`src/sv/hrf_pkg.sv`:
```
// Shared types, constants and per-byte parse functions for the HTTP request head framer.
// No dependencies; used by hrf_core, hrf_out_reg and http_request_head_framer.
`default_nettype none
package hrf_pkg;

    localparam int HEAD_LIMIT_W = 16;
    localparam int BODY_LIMIT_W = 32;
    localparam logic [HEAD_LIMIT_W-1:0] HEAD_LIMIT_RESET = 16'd8192;
    localparam logic [BODY_LIMIT_W-1:0] BODY_LIMIT_RESET = 32'd1048576;

    // Configuration register indexes
    localparam logic REG_HEAD_LIMIT = 1'b0;
    localparam logic REG_BODY_LIMIT = 1'b1;

    // Result status codes
    localparam logic [1:0] ST_COMPLETE  = 2'd0;
    localparam logic [1:0] ST_BAD       = 2'd1;
    localparam logic [1:0] ST_TOO_LARGE = 2'd2;

    localparam logic [7:0] CH_CR    = 8'h0D;
    localparam logic [7:0] CH_LF    = 8'h0A;
    localparam logic [7:0] CH_SP    = 8'h20;
    localparam logic [7:0] CH_TAB   = 8'h09;
    localparam logic [7:0] CH_QM    = 8'h3F;
    localparam logic [7:0] CH_COLON = 8'h3A;
    localparam logic [7:0] CASE_BIT = 8'h20;
    localparam logic [23:0] CRLFCR  = 24'h0D0A0D;

    localparam logic [16:0] NONE_POS = 17'h10000;
    localparam logic [4:0]  NAME_LEN = 5'd14;
    localparam logic [4:0]  NAME_IDX_MAX = 5'd31;
    localparam logic [3:0]  MAX_DIGITS = 4'd10;

    // Header value scanner states
    localparam logic [1:0] VS_LEAD  = 2'd0;
    localparam logic [1:0] VS_DIGIT = 2'd1;
    localparam logic [1:0] VS_TRAIL = 2'd2;
    localparam logic [1:0] VS_BAD   = 2'd3;

    typedef struct packed {
        logic [16:0] first_space;
        logic [16:0] last_space;
        logic [16:0] first_question;
        logic [4:0]  name_index;
        logic        name_match;
        logic        colon_seen;
        logic [1:0]  value_state;
        logic [3:0]  value_digits;
        logic [33:0] value_accum;
    } parse_t;

    typedef struct packed {
        logic [1:0]  status;
        logic [15:0] method_length;
        logic [15:0] target_start;
        logic [15:0] path_length;
        logic        has_query;
        logic [15:0] query_length;
        logic [15:0] version_start;
        logic [15:0] version_length;
        logic [15:0] head_length;
        logic [31:0] body_length;
        logic [32:0] total_length;
    } res_t;

    // Lower-case header name "content-length"
    function automatic logic [7:0] name_char(input logic [4:0] idx);
        logic [7:0] c;
        case (idx)
            5'd0:    c = 8'h63;
            5'd1:    c = 8'h6F;
            5'd2:    c = 8'h6E;
            5'd3:    c = 8'h74;
            5'd4:    c = 8'h65;
            5'd5:    c = 8'h6E;
            5'd6:    c = 8'h74;
            5'd7:    c = 8'h2D;
            5'd8:    c = 8'h6C;
            5'd9:    c = 8'h65;
            5'd10:   c = 8'h6E;
            5'd11:   c = 8'h67;
            5'd12:   c = 8'h74;
            5'd13:   c = 8'h68;
            default: c = 8'h00;
        endcase
        return c;
    endfunction

    function automatic parse_t clear_line(input parse_t p);
        parse_t r;
        r = p;
        r.name_index   = '0;
        r.name_match   = 1'b1;
        r.colon_seen   = 1'b0;
        r.value_state  = VS_LEAD;
        r.value_digits = '0;
        r.value_accum  = '0;
        return r;
    endfunction

    // One content byte of the request line or of a header line
    function automatic parse_t content_byte(input logic is_line, input logic [7:0] b,
                                            input logic [15:0] pos, input parse_t p);
        parse_t r;
        logic ws;
        logic dig;
        logic [33:0] dval;
        r    = p;
        ws   = (b == CH_SP) || (b == CH_TAB);
        dig  = (b >= 8'h30) && (b <= 8'h39);
        dval = {30'd0, b[3:0]};
        if (is_line) begin
            if (b == CH_SP) begin
                if (p.first_space == NONE_POS) r.first_space = {1'b0, pos};
                r.last_space = {1'b0, pos};
            end else if (b == CH_QM && p.first_space != NONE_POS &&
                         p.first_question == NONE_POS) begin
                r.first_question = {1'b0, pos};
            end
        end else if (!p.colon_seen) begin
            if (b == CH_COLON) begin
                r.colon_seen = 1'b1;
            end else begin
                if (!(p.name_index < NAME_LEN &&
                      (b | CASE_BIT) == name_char(p.name_index)))
                    r.name_match = 1'b0;
                if (p.name_index < NAME_IDX_MAX) r.name_index = p.name_index + 5'd1;
            end
        end else begin
            case (p.value_state)
                VS_LEAD: begin
                    if (!ws) begin
                        if (!dig) begin
                            r.value_state = VS_BAD;
                        end else begin
                            r.value_state  = VS_DIGIT;
                            r.value_accum  = dval;
                            r.value_digits = 4'd1;
                        end
                    end
                end
                VS_DIGIT: begin
                    if (ws) begin
                        r.value_state = VS_TRAIL;
                    end else if (!dig || p.value_digits >= MAX_DIGITS) begin
                        r.value_state = VS_BAD;
                    end else begin
                        // times ten as two shifts and an add
                        r.value_accum  = (p.value_accum << 3) + (p.value_accum << 1) + dval;
                        r.value_digits = p.value_digits + 4'd1;
                    end
                end
                VS_TRAIL: begin
                    if (!ws) r.value_state = VS_BAD;
                end
                default: ;
            endcase
        end
        return r;
    endfunction

endpackage
`default_nettype wire

```
`src/sv/hrf_core.sv`:
```
// Byte-at-a-time parse state and result formation for the request head framer.
// Depends on hrf_pkg.
`default_nettype none
module hrf_core
    import hrf_pkg::*;
(
    input  wire logic                    aclk,
    input  wire logic                    aresetn,
    input  wire logic                    byte_acc,
    input  wire logic [7:0]              data_byte,
    input  wire logic                    start_flag,
    input  wire logic [HEAD_LIMIT_W-1:0] head_limit,
    input  wire logic [BODY_LIMIT_W-1:0] body_limit,
    output logic                         res_valid,
    output res_t                         res
);

    typedef enum logic [1:0] {PH_WAIT, PH_LINE, PH_HEAD, PH_BODY} phase_t;

    localparam parse_t PARSE_CLEAR = '{first_space: NONE_POS, last_space: NONE_POS,
                                       first_question: NONE_POS, name_index: 5'd0,
                                       name_match: 1'b1, colon_seen: 1'b0,
                                       value_state: VS_LEAD, value_digits: 4'd0,
                                       value_accum: 34'd0};

    phase_t      phase_reg, phase_next;
    logic [15:0] byte_count_reg, byte_count_next;
    logic [23:0] last3_reg, last3_next;
    parse_t      parse_reg, parse_next;
    logic [15:0] line_end_reg, line_end_next;
    logic [33:0] length_reg, length_next;
    logic        length_err_reg, length_err_next;
    logic [31:0] remain_reg, remain_next;

    logic [15:0] pos;
    logic [7:0]  prev;
    logic        blank_line;
    logic [16:0] n;

    function automatic res_t make_complete(input parse_t p, input logic [15:0] le,
                                           input logic [15:0] bc, input logic [33:0] lv);
        res_t r;
        logic [15:0] s1;
        logic [15:0] s2;
        logic [15:0] q;
        logic        hq;
        s1 = p.first_space[15:0];
        s2 = p.last_space[15:0];
        q  = p.first_question[15:0];
        hq = (p.first_question != NONE_POS) && (p.first_question < p.last_space);
        r.status         = ST_COMPLETE;
        r.method_length  = s1;
        r.target_start   = s1 + 16'd1;
        r.path_length    = hq ? (q - s1 - 16'd1) : (s2 - s1 - 16'd1);
        r.has_query      = hq;
        r.query_length   = hq ? (s2 - q - 16'd1) : 16'd0;
        r.version_start  = s2 + 16'd1;
        r.version_length = le - s2 - 16'd1;
        r.head_length    = bc;
        r.body_length    = lv[31:0];
        r.total_length   = {17'd0, bc} + lv[32:0];
        return r;
    endfunction

    function automatic res_t fail_result(input logic [1:0] st);
        res_t r;
        r        = '0;
        r.status = st;
        return r;
    endfunction

    // Next-state and result logic for one accepted byte
    always_comb begin
        phase_next      = phase_reg;
        byte_count_next = byte_count_reg;
        last3_next      = last3_reg;
        parse_next      = parse_reg;
        line_end_next   = line_end_reg;
        length_next     = length_reg;
        length_err_next = length_err_reg;
        remain_next     = remain_reg;
        res_valid       = 1'b0;
        res             = '0;
        pos             = '0;
        prev            = '0;
        blank_line      = 1'b0;
        n               = '0;
        if (byte_acc) begin
            if (start_flag) begin
                phase_next      = PH_LINE;
                byte_count_next = '0;
                last3_next      = '0;
                parse_next      = PARSE_CLEAR;
                line_end_next   = '0;
                length_next     = '0;
                length_err_next = 1'b0;
                remain_next     = '0;
            end
            unique case (phase_next)
                PH_BODY: begin
                    remain_next = remain_next - 32'd1;
                    if (remain_next == 32'd0) begin
                        res_valid  = 1'b1;
                        res        = make_complete(parse_next, line_end_next,
                                                   byte_count_next, length_next);
                        phase_next = PH_WAIT;
                    end
                end
                PH_LINE, PH_HEAD: begin
                    pos        = byte_count_next;
                    prev       = last3_next[7:0];
                    blank_line = (data_byte == CH_LF) && (last3_next == CRLFCR);
                    if (prev == CH_CR && data_byte == CH_LF) begin
                        // line end
                        if (phase_next == PH_LINE) begin
                            line_end_next = pos - 16'd1;
                            phase_next    = PH_HEAD;
                        end else if (parse_next.colon_seen && parse_next.name_match &&
                                     parse_next.name_index == NAME_LEN) begin
                            if (parse_next.value_state == VS_DIGIT ||
                                parse_next.value_state == VS_TRAIL)
                                length_next = parse_next.value_accum;
                            else
                                length_err_next = 1'b1;
                        end
                        parse_next = clear_line(parse_next);
                    end else begin
                        // a held CR that was not followed by LF is plain content
                        if (prev == CH_CR)
                            parse_next = content_byte(phase_next == PH_LINE, CH_CR,
                                                      pos - 16'd1, parse_next);
                        if (data_byte != CH_CR)
                            parse_next = content_byte(phase_next == PH_LINE, data_byte,
                                                      pos, parse_next);
                    end
                    last3_next      = {last3_next[15:0], data_byte};
                    n               = {1'b0, pos} + 17'd1;
                    byte_count_next = n[15:0];
                    if (blank_line) begin
                        if (parse_next.first_space == NONE_POS ||
                            parse_next.first_space == parse_next.last_space ||
                            length_err_next) begin
                            res_valid  = 1'b1;
                            res        = fail_result(ST_BAD);
                            phase_next = PH_WAIT;
                        end else if (length_next > {2'd0, body_limit}) begin
                            res_valid  = 1'b1;
                            res        = fail_result(ST_TOO_LARGE);
                            phase_next = PH_WAIT;
                        end else if (length_next == 34'd0) begin
                            res_valid  = 1'b1;
                            res        = make_complete(parse_next, line_end_next,
                                                       byte_count_next, length_next);
                            phase_next = PH_WAIT;
                        end else begin
                            remain_next = length_next[31:0];
                            phase_next  = PH_BODY;
                        end
                    end else if (n >= {1'b0, head_limit}) begin
                        res_valid  = 1'b1;
                        res        = fail_result(ST_TOO_LARGE);
                        phase_next = PH_WAIT;
                    end
                end
                default: ;
            endcase
        end
    end

    // Parse state
    always_ff @(posedge aclk) begin
        if (!aresetn) begin
            phase_reg      <= PH_WAIT;
            byte_count_reg <= '0;
            last3_reg      <= '0;
            parse_reg      <= PARSE_CLEAR;
            line_end_reg   <= '0;
            length_reg     <= '0;
            length_err_reg <= 1'b0;
            remain_reg     <= '0;
        end else begin
            phase_reg      <= phase_next;
            byte_count_reg <= byte_count_next;
            last3_reg      <= last3_next;
            parse_reg      <= parse_next;
            line_end_reg   <= line_end_next;
            length_reg     <= length_next;
            length_err_reg <= length_err_next;
            remain_reg     <= remain_next;
        end
    end

endmodule
`default_nettype wire

```
`src/sv/hrf_out_reg.sv`:
```
// Result register of the request head framer: holds one result until transfer.
// Depends on hrf_pkg.
`default_nettype none
module hrf_out_reg
    import hrf_pkg::*;
(
    input  wire logic aclk,
    input  wire logic aresetn,
    input  wire logic res_valid,
    input  wire res_t res,
    input  wire logic m_ready,
    output logic      m_valid,
    output res_t      m_res,
    output logic      can_load
);

    logic valid_reg;
    res_t data_reg;

    assign can_load = !valid_reg || m_ready;
    assign m_valid  = valid_reg;
    assign m_res    = data_reg;

    // valid control
    always_ff @(posedge aclk) begin
        if (!aresetn) begin
            valid_reg <= 1'b0;
        end else if (res_valid) begin
            valid_reg <= 1'b1;
        end else if (m_ready) begin
            valid_reg <= 1'b0;
        end
    end

    // payload, no reset
    always_ff @(posedge aclk) begin
        if (res_valid) data_reg <= res;
    end

endmodule
`default_nettype wire

```
`src/sv/http_request_head_framer.sv`:
```
// Top level of the HTTP request head framer: config registers, parser core, result register.
// Depends on hrf_pkg, hrf_core and hrf_out_reg.
`default_nettype none
// One request byte is taken per clock on the s_ channel while s_ready is high,
// and the one result a message produces (complete, bad request or too large)
// shows on the m_ channel in the cycle after the byte that caused it. The input
// stalls only while a result sits unaccepted in the output register and m_ready
// is low. Bytes outside a message are dropped until one arrives with s_start_flag
// set. head_limit and body_limit are written on the cfg_wr_* port (index 0 and
// 1); the user must do so only while the block is idle, not enforced by the block.
module http_request_head_framer
    import hrf_pkg::*;
#(
    parameter logic [HEAD_LIMIT_W-1:0] HEAD_LIMIT_INIT = HEAD_LIMIT_RESET,
    parameter logic [BODY_LIMIT_W-1:0] BODY_LIMIT_INIT = BODY_LIMIT_RESET
) (
    input  wire logic        aclk,
    input  wire logic        aresetn,
    input  wire logic        cfg_wr_en,
    input  wire logic        cfg_wr_index,
    input  wire logic [31:0] cfg_wr_data,
    input  wire logic        s_valid,
    output logic             s_ready,
    input  wire logic [7:0]  s_data_byte,
    input  wire logic        s_start_flag,
    output logic             m_valid,
    input  wire logic        m_ready,
    output logic [1:0]       m_status,
    output logic [15:0]      m_method_length,
    output logic [15:0]      m_target_start,
    output logic [15:0]      m_path_length,
    output logic             m_has_query,
    output logic [15:0]      m_query_length,
    output logic [15:0]      m_version_start,
    output logic [15:0]      m_version_length,
    output logic [15:0]      m_head_length,
    output logic [31:0]      m_body_length,
    output logic [32:0]      m_total_length
);

    logic [HEAD_LIMIT_W-1:0] head_limit_reg;
    logic [BODY_LIMIT_W-1:0] body_limit_reg;
    logic                    res_valid;
    res_t                    res;
    res_t                    m_res;
    logic                    can_load;

    // config registers
    always_ff @(posedge aclk) begin
        if (!aresetn) begin
            head_limit_reg <= HEAD_LIMIT_INIT;
            body_limit_reg <= BODY_LIMIT_INIT;
        end else if (cfg_wr_en) begin
            unique case (cfg_wr_index)
                REG_HEAD_LIMIT: head_limit_reg <= cfg_wr_data[HEAD_LIMIT_W-1:0];
                REG_BODY_LIMIT: body_limit_reg <= cfg_wr_data[BODY_LIMIT_W-1:0];
                default: ;
            endcase
        end
    end

    assign s_ready = can_load;

    hrf_core u_core (
        .aclk       (aclk),
        .aresetn    (aresetn),
        .byte_acc   (s_valid && can_load),
        .data_byte  (s_data_byte),
        .start_flag (s_start_flag),
        .head_limit (head_limit_reg),
        .body_limit (body_limit_reg),
        .res_valid  (res_valid),
        .res        (res)
    );

    hrf_out_reg u_out (
        .aclk      (aclk),
        .aresetn   (aresetn),
        .res_valid (res_valid),
        .res       (res),
        .m_ready   (m_ready),
        .m_valid   (m_valid),
        .m_res     (m_res),
        .can_load  (can_load)
    );

    assign m_status         = m_res.status;
    assign m_method_length  = m_res.method_length;
    assign m_target_start   = m_res.target_start;
    assign m_path_length    = m_res.path_length;
    assign m_has_query      = m_res.has_query;
    assign m_query_length   = m_res.query_length;
    assign m_version_start  = m_res.version_start;
    assign m_version_length = m_res.version_length;
    assign m_head_length    = m_res.head_length;
    assign m_body_length    = m_res.body_length;
    assign m_total_length   = m_res.total_length;

endmodule
`default_nettype wire

```
`config.mk`:
```
export PLATFORM = sky130hd
export DESIGN_NAME = http_request_head_framer
export DESIGN_NICKNAME = d
export VERILOG_FILES = /design/src/sv/hrf_pkg.sv /design/src/sv/hrf_core.sv /design/src/sv/hrf_out_reg.sv /design/src/sv/http_request_head_framer.sv
export SDC_FILE = /design/constraint.sdc
export NUM_CORES = 2
export LEC_CHECK = 0
export BUFFER_PORTS_ARGS = -buffer_cell sky130_fd_sc_hd__buf_4
export CORE_MARGIN = 3
export CORE_UTILIZATION = 40
export DETAILED_ROUTE_END_ITERATION = 7
export HOLD_SLACK_MARGIN = 0.08
export PLACE_DENSITY_LB_ADDON = 0.15
export SLEW_MARGIN = 25
export SYNTH_ARGS = -nofsm -noshare
export SYNTH_HDL_FRONTEND = slang
export SYNTH_SLANG_ARGS = --single-unit
export TNS_END_PERCENT = 20
```
`constraint.sdc`:
```
create_clock -name aclk -period 11.85 [get_ports aclk]
set_clock_uncertainty 0.15 [all_clocks]
set_input_delay 2.37 -clock aclk [delete_from_list [all_inputs] [get_ports aclk]]
set_output_delay 2.37 -clock aclk [all_outputs]
set_load 0.01 [all_outputs]
```
==> summary.md <==
| Metric | Value |
|---|---|
| Status | `finished, final reports clean` |
| Routed WL | `roughly 150,000 µm` |
| Initial core utilization | `0.407` |
| Max reg flops | `180` |
| Global placer's final weighted congestion | `1.03` |
| Crit end category | `flop` |
| Vias in the first global route | `33.5k` |
| Slew Viols, Final | `0` |
| Sequential share of the synthesized area | `0.304` |
| Core area | `87,700 µm²` |
| Number of synthesized register bits | `452` |
| Yosys warns | `0` |
| Max Cap Violations | `0` |
| Die Wd | `305 µm` |
| Final worst path period need | `~9.7 ns` |
| Worst Hold Class | `flop to flop` |
| Slew HR | `0.225` |
| Period utilisation layout | `0.816` |
| CP Launch Type | `input pin` |
| RSZ-0062 raised after global routing | `false` |
| Inserted Clock Buffers | `55` |
| # DRC | `0` |
| Worst Path Arrival | `around 10 ns` |
| First-pass GRT wire length | `approximately 220,000 µm` |
| Flop-to-flop setup slack | `about 4.6 ns` |
| Total GRT Usage | `0.309` |
| Post-Syn Instances | `around 4.4k` |
| Post-Syn Area per Cell | `8.05 µm²` |
| CTS Sinks | `between 400 and 500` |
| H-tree depth | `2` |
| Mapped Nets | `4,817` |
| # setup viols final | `0` |
| Hold_buf cts | `0` |
| Die height | `305 µm` |
| Pre-Repair DR Iteration Count | `6` |
| Post-route ant nets | `0` |
| Clock Latency Late Sink | `around 0.66 ns` |
| Wire per inst | `~26 µm` |
| Yosys top cell by area | `dfxtp_1` |
| Worst Path Required | `12.03 ns` |
| Reg2reg end | `u_out.m_res[122]` |
| Fmax | `0.103 GHz` |
| Detailed placement HPWL | `around 110,000 µm` |
| Fin nets | `4,936` |
| Setup tns final | `0 ns` |
| Design area | `40,400 µm²` |
| DRT iter0 DRCs | `3,822` |
| Clk Tree Root Cell | `clkbuf_16` |
| Largest net degree at the start of global routing | `140` |
| Top-count cell post-synth | `nand2_1` |
| Row cnt | `approximately 110` |
| Post-DR vias/cell | `6.18` |
| Reg2reg path depth | `17` |
| Synth unique cells | `between 90 and 100` |
| CP max FO | `96` |
| CTS tree | `yes` |
| Area of placed instances | `38,500 µm²` |
| Number of synthesized flops with an enable pin | `180` |
| Area grow syn2layout | `13.1%` |
| DR vias | `about 36k` |
| Ys flop type | `dfxtp_1` |
| Share of synthesized registers carrying an async set or reset | `0` |
| PwrDens | `92.7 nW/µm²` |
| Clock Path Buffers | `3` |
| FF-to-FF Start | `u_core.phase_reg[0]` |
| Share of layout cells above drive strength 1 | `0.101` |
| Peak VDD IR | `0.000124 V` |
| Initial antenna violation count | `3` |
| Ports | `229` |
| Full die area | `92,900 µm²` |
| Setup CP Type | `input pin to flop` |
| P_leak | `between 15 and 20 nW` |
| Share of the synthesized area in the top cell type | `0.152` |
| Mapped cell area | `roughly 36,000 µm²` |
| Commonest cells post-synth | `nand2_1 (473), nor2_1 (456), a21oi_1 (357), ha_1 (320), dfxtp_1 (272)` |
| Grt ovf | `0` |
| Setup bufs post-CTS | `0` |
| PortBufs | `228` |
| Synth area leaders | `dfxtp_1 (15%), edfxtp_1 (15%), ha_1 (11%), a21oi_1 (5.0%), nand2_1 (5.0%)` |
| Endpoints failing hold | `0` |
| Worst-Margin Slew | `1.16 ns` |
| Origin of the worst setup path | `s_start_flag` |
| CTS clock-pin slew for the worst setup and hold paths | `about 0.060 ns` |
| Post_cts resized | `0` |
| Capture point of the worst path | `u_out.m_res[122]` |
## worst max-delay path: stages
cell       delay (ns)
buf_6            0.17
inv_4            0.50
buf_4            0.56
nand2_1          0.40
inv_1            0.42
ha_1             0.36
and3_1           0.23
nand3_1          0.25
inv_1            0.18
nand3_1          0.22
or3_1            0.64
or3_1            0.41
a21oi_1          0.50
ha_1             0.36
a21o_1           0.18
nor2_1           0.09
o2111ai_1        0.13
o211ai_1         0.35
a21oi_1          0.17
nand2_1          0.21
nand2_8          0.48
buf_12           0.49
## logic make-up after synthesis
kind of cell | share of synthesized area
AND/OR/NAND/NOR | 0.213
AO/OA/AOI/OAI | 0.242
buffers and inverters | 0.0523
flip-flops | 0.304
adder cells (fa/ha/maj) | 0.119
XOR/XNOR | 0.0608
multiplexers | 0.00911
## how the worst min path moves through the flow
stage	from	end	slack, ns	cells after the start
6_report	u_core.parse_reg[28]	u_core.parse_reg[28]	0.30	2
5_1_grt	u_core.parse_reg[15]	u_core.parse_reg[15]	0.31	2
4_1_cts	u_core.parse_reg[15]	u_core.parse_reg[15]	0.30	2
3_5_place_dp	u_core.parse_reg[15]	u_core.parse_reg[15]	0.29	2
3_3_place_gp	u_core.parse_reg[28]	u_core.parse_reg[28]	0.29	2
2_1_floorplan	u_core.parse_reg[15]	u_core.parse_reg[15]	0.28	2
## report_power, final
group	internal [W]	total, W	switching (W)
Clock	0.00102	0.00177	0.000751
Combinational	0.0000968	0.000325	0.000228
Sequential	0.00163	0.00165	0.0000193
## area by class of cell
class	instances	area, µm²
diodes	2	5.00
clock buffers	68	1440
clock inverters	34	419
fillers	8834	47300
inverters	240	911
multi-input cells	3514	23100
flip-flops and latches	452	10900
well taps	1155	1450
repair buffers	294	2250
## stage by stage
| stage | power [W] | instances | hold WS [ns] | utilization | setup slack [ns] |
|---|---|---|---|---|---|
| 6_report | 0.00374 | 5759 | 0.296 | 0.461 | 2.18 |
| 5_1_grt | 0.00385 | 5757 | 0.314 | 0.461 | 1.98 |
| 4_1_cts | 0.00376 | 5757 | 0.297 | 0.461 | 2.35 |
| 3_3_place_gp | 0.00200 | 5655 | 0.287 | 0.439 | 1.72 |
| 3_5_place_dp | 0.00200 | 5655 | 0.289 | 0.439 | 1.70 |
| 2_1_floorplan | 0.00188 | 4438 | 0.277 | - | 1.46 |
## placed cells by master, fill, tap and decap left out, types with 16 or more instances in the layout
cell type and count:
nor2_1 454, a21oi_1 357, mux2i_1 28, o21ai_0 242, edfxtp_1 180, nand4_1 44
nor4_1 50, a21o_1 75, o21bai_1 20, or3_1 33, inv_1 228, o21a_1 38
dfxtp_1 272, o211ai_1 22, o31ai_1 17, xor2_1 85, a221oi_1 17, nor2b_1 123
nand2_1 470, a211oi_1 25, nor3_1 100, and2_1 21, xnor2_1 163, clkbuf_16 55
nand3_1 96, and3_1 47, nand2b_1 31, a211o_1 18, o22ai_1 89, buf_4 289
a22oi_1 159, ha_1 320, clkinv_1 17, a31oi_1 34, a2111oi_0 16
## layer usage
metal	track usage	vias up	wire length, µm
li1	-	16400	-
met1	0.407	17100	63000
met2	0.501	1631	67500
met3	0.0462	374	11100
met4	0.138	0	7730
met5	0	-	0
Power figures use the tool's default switching activity.
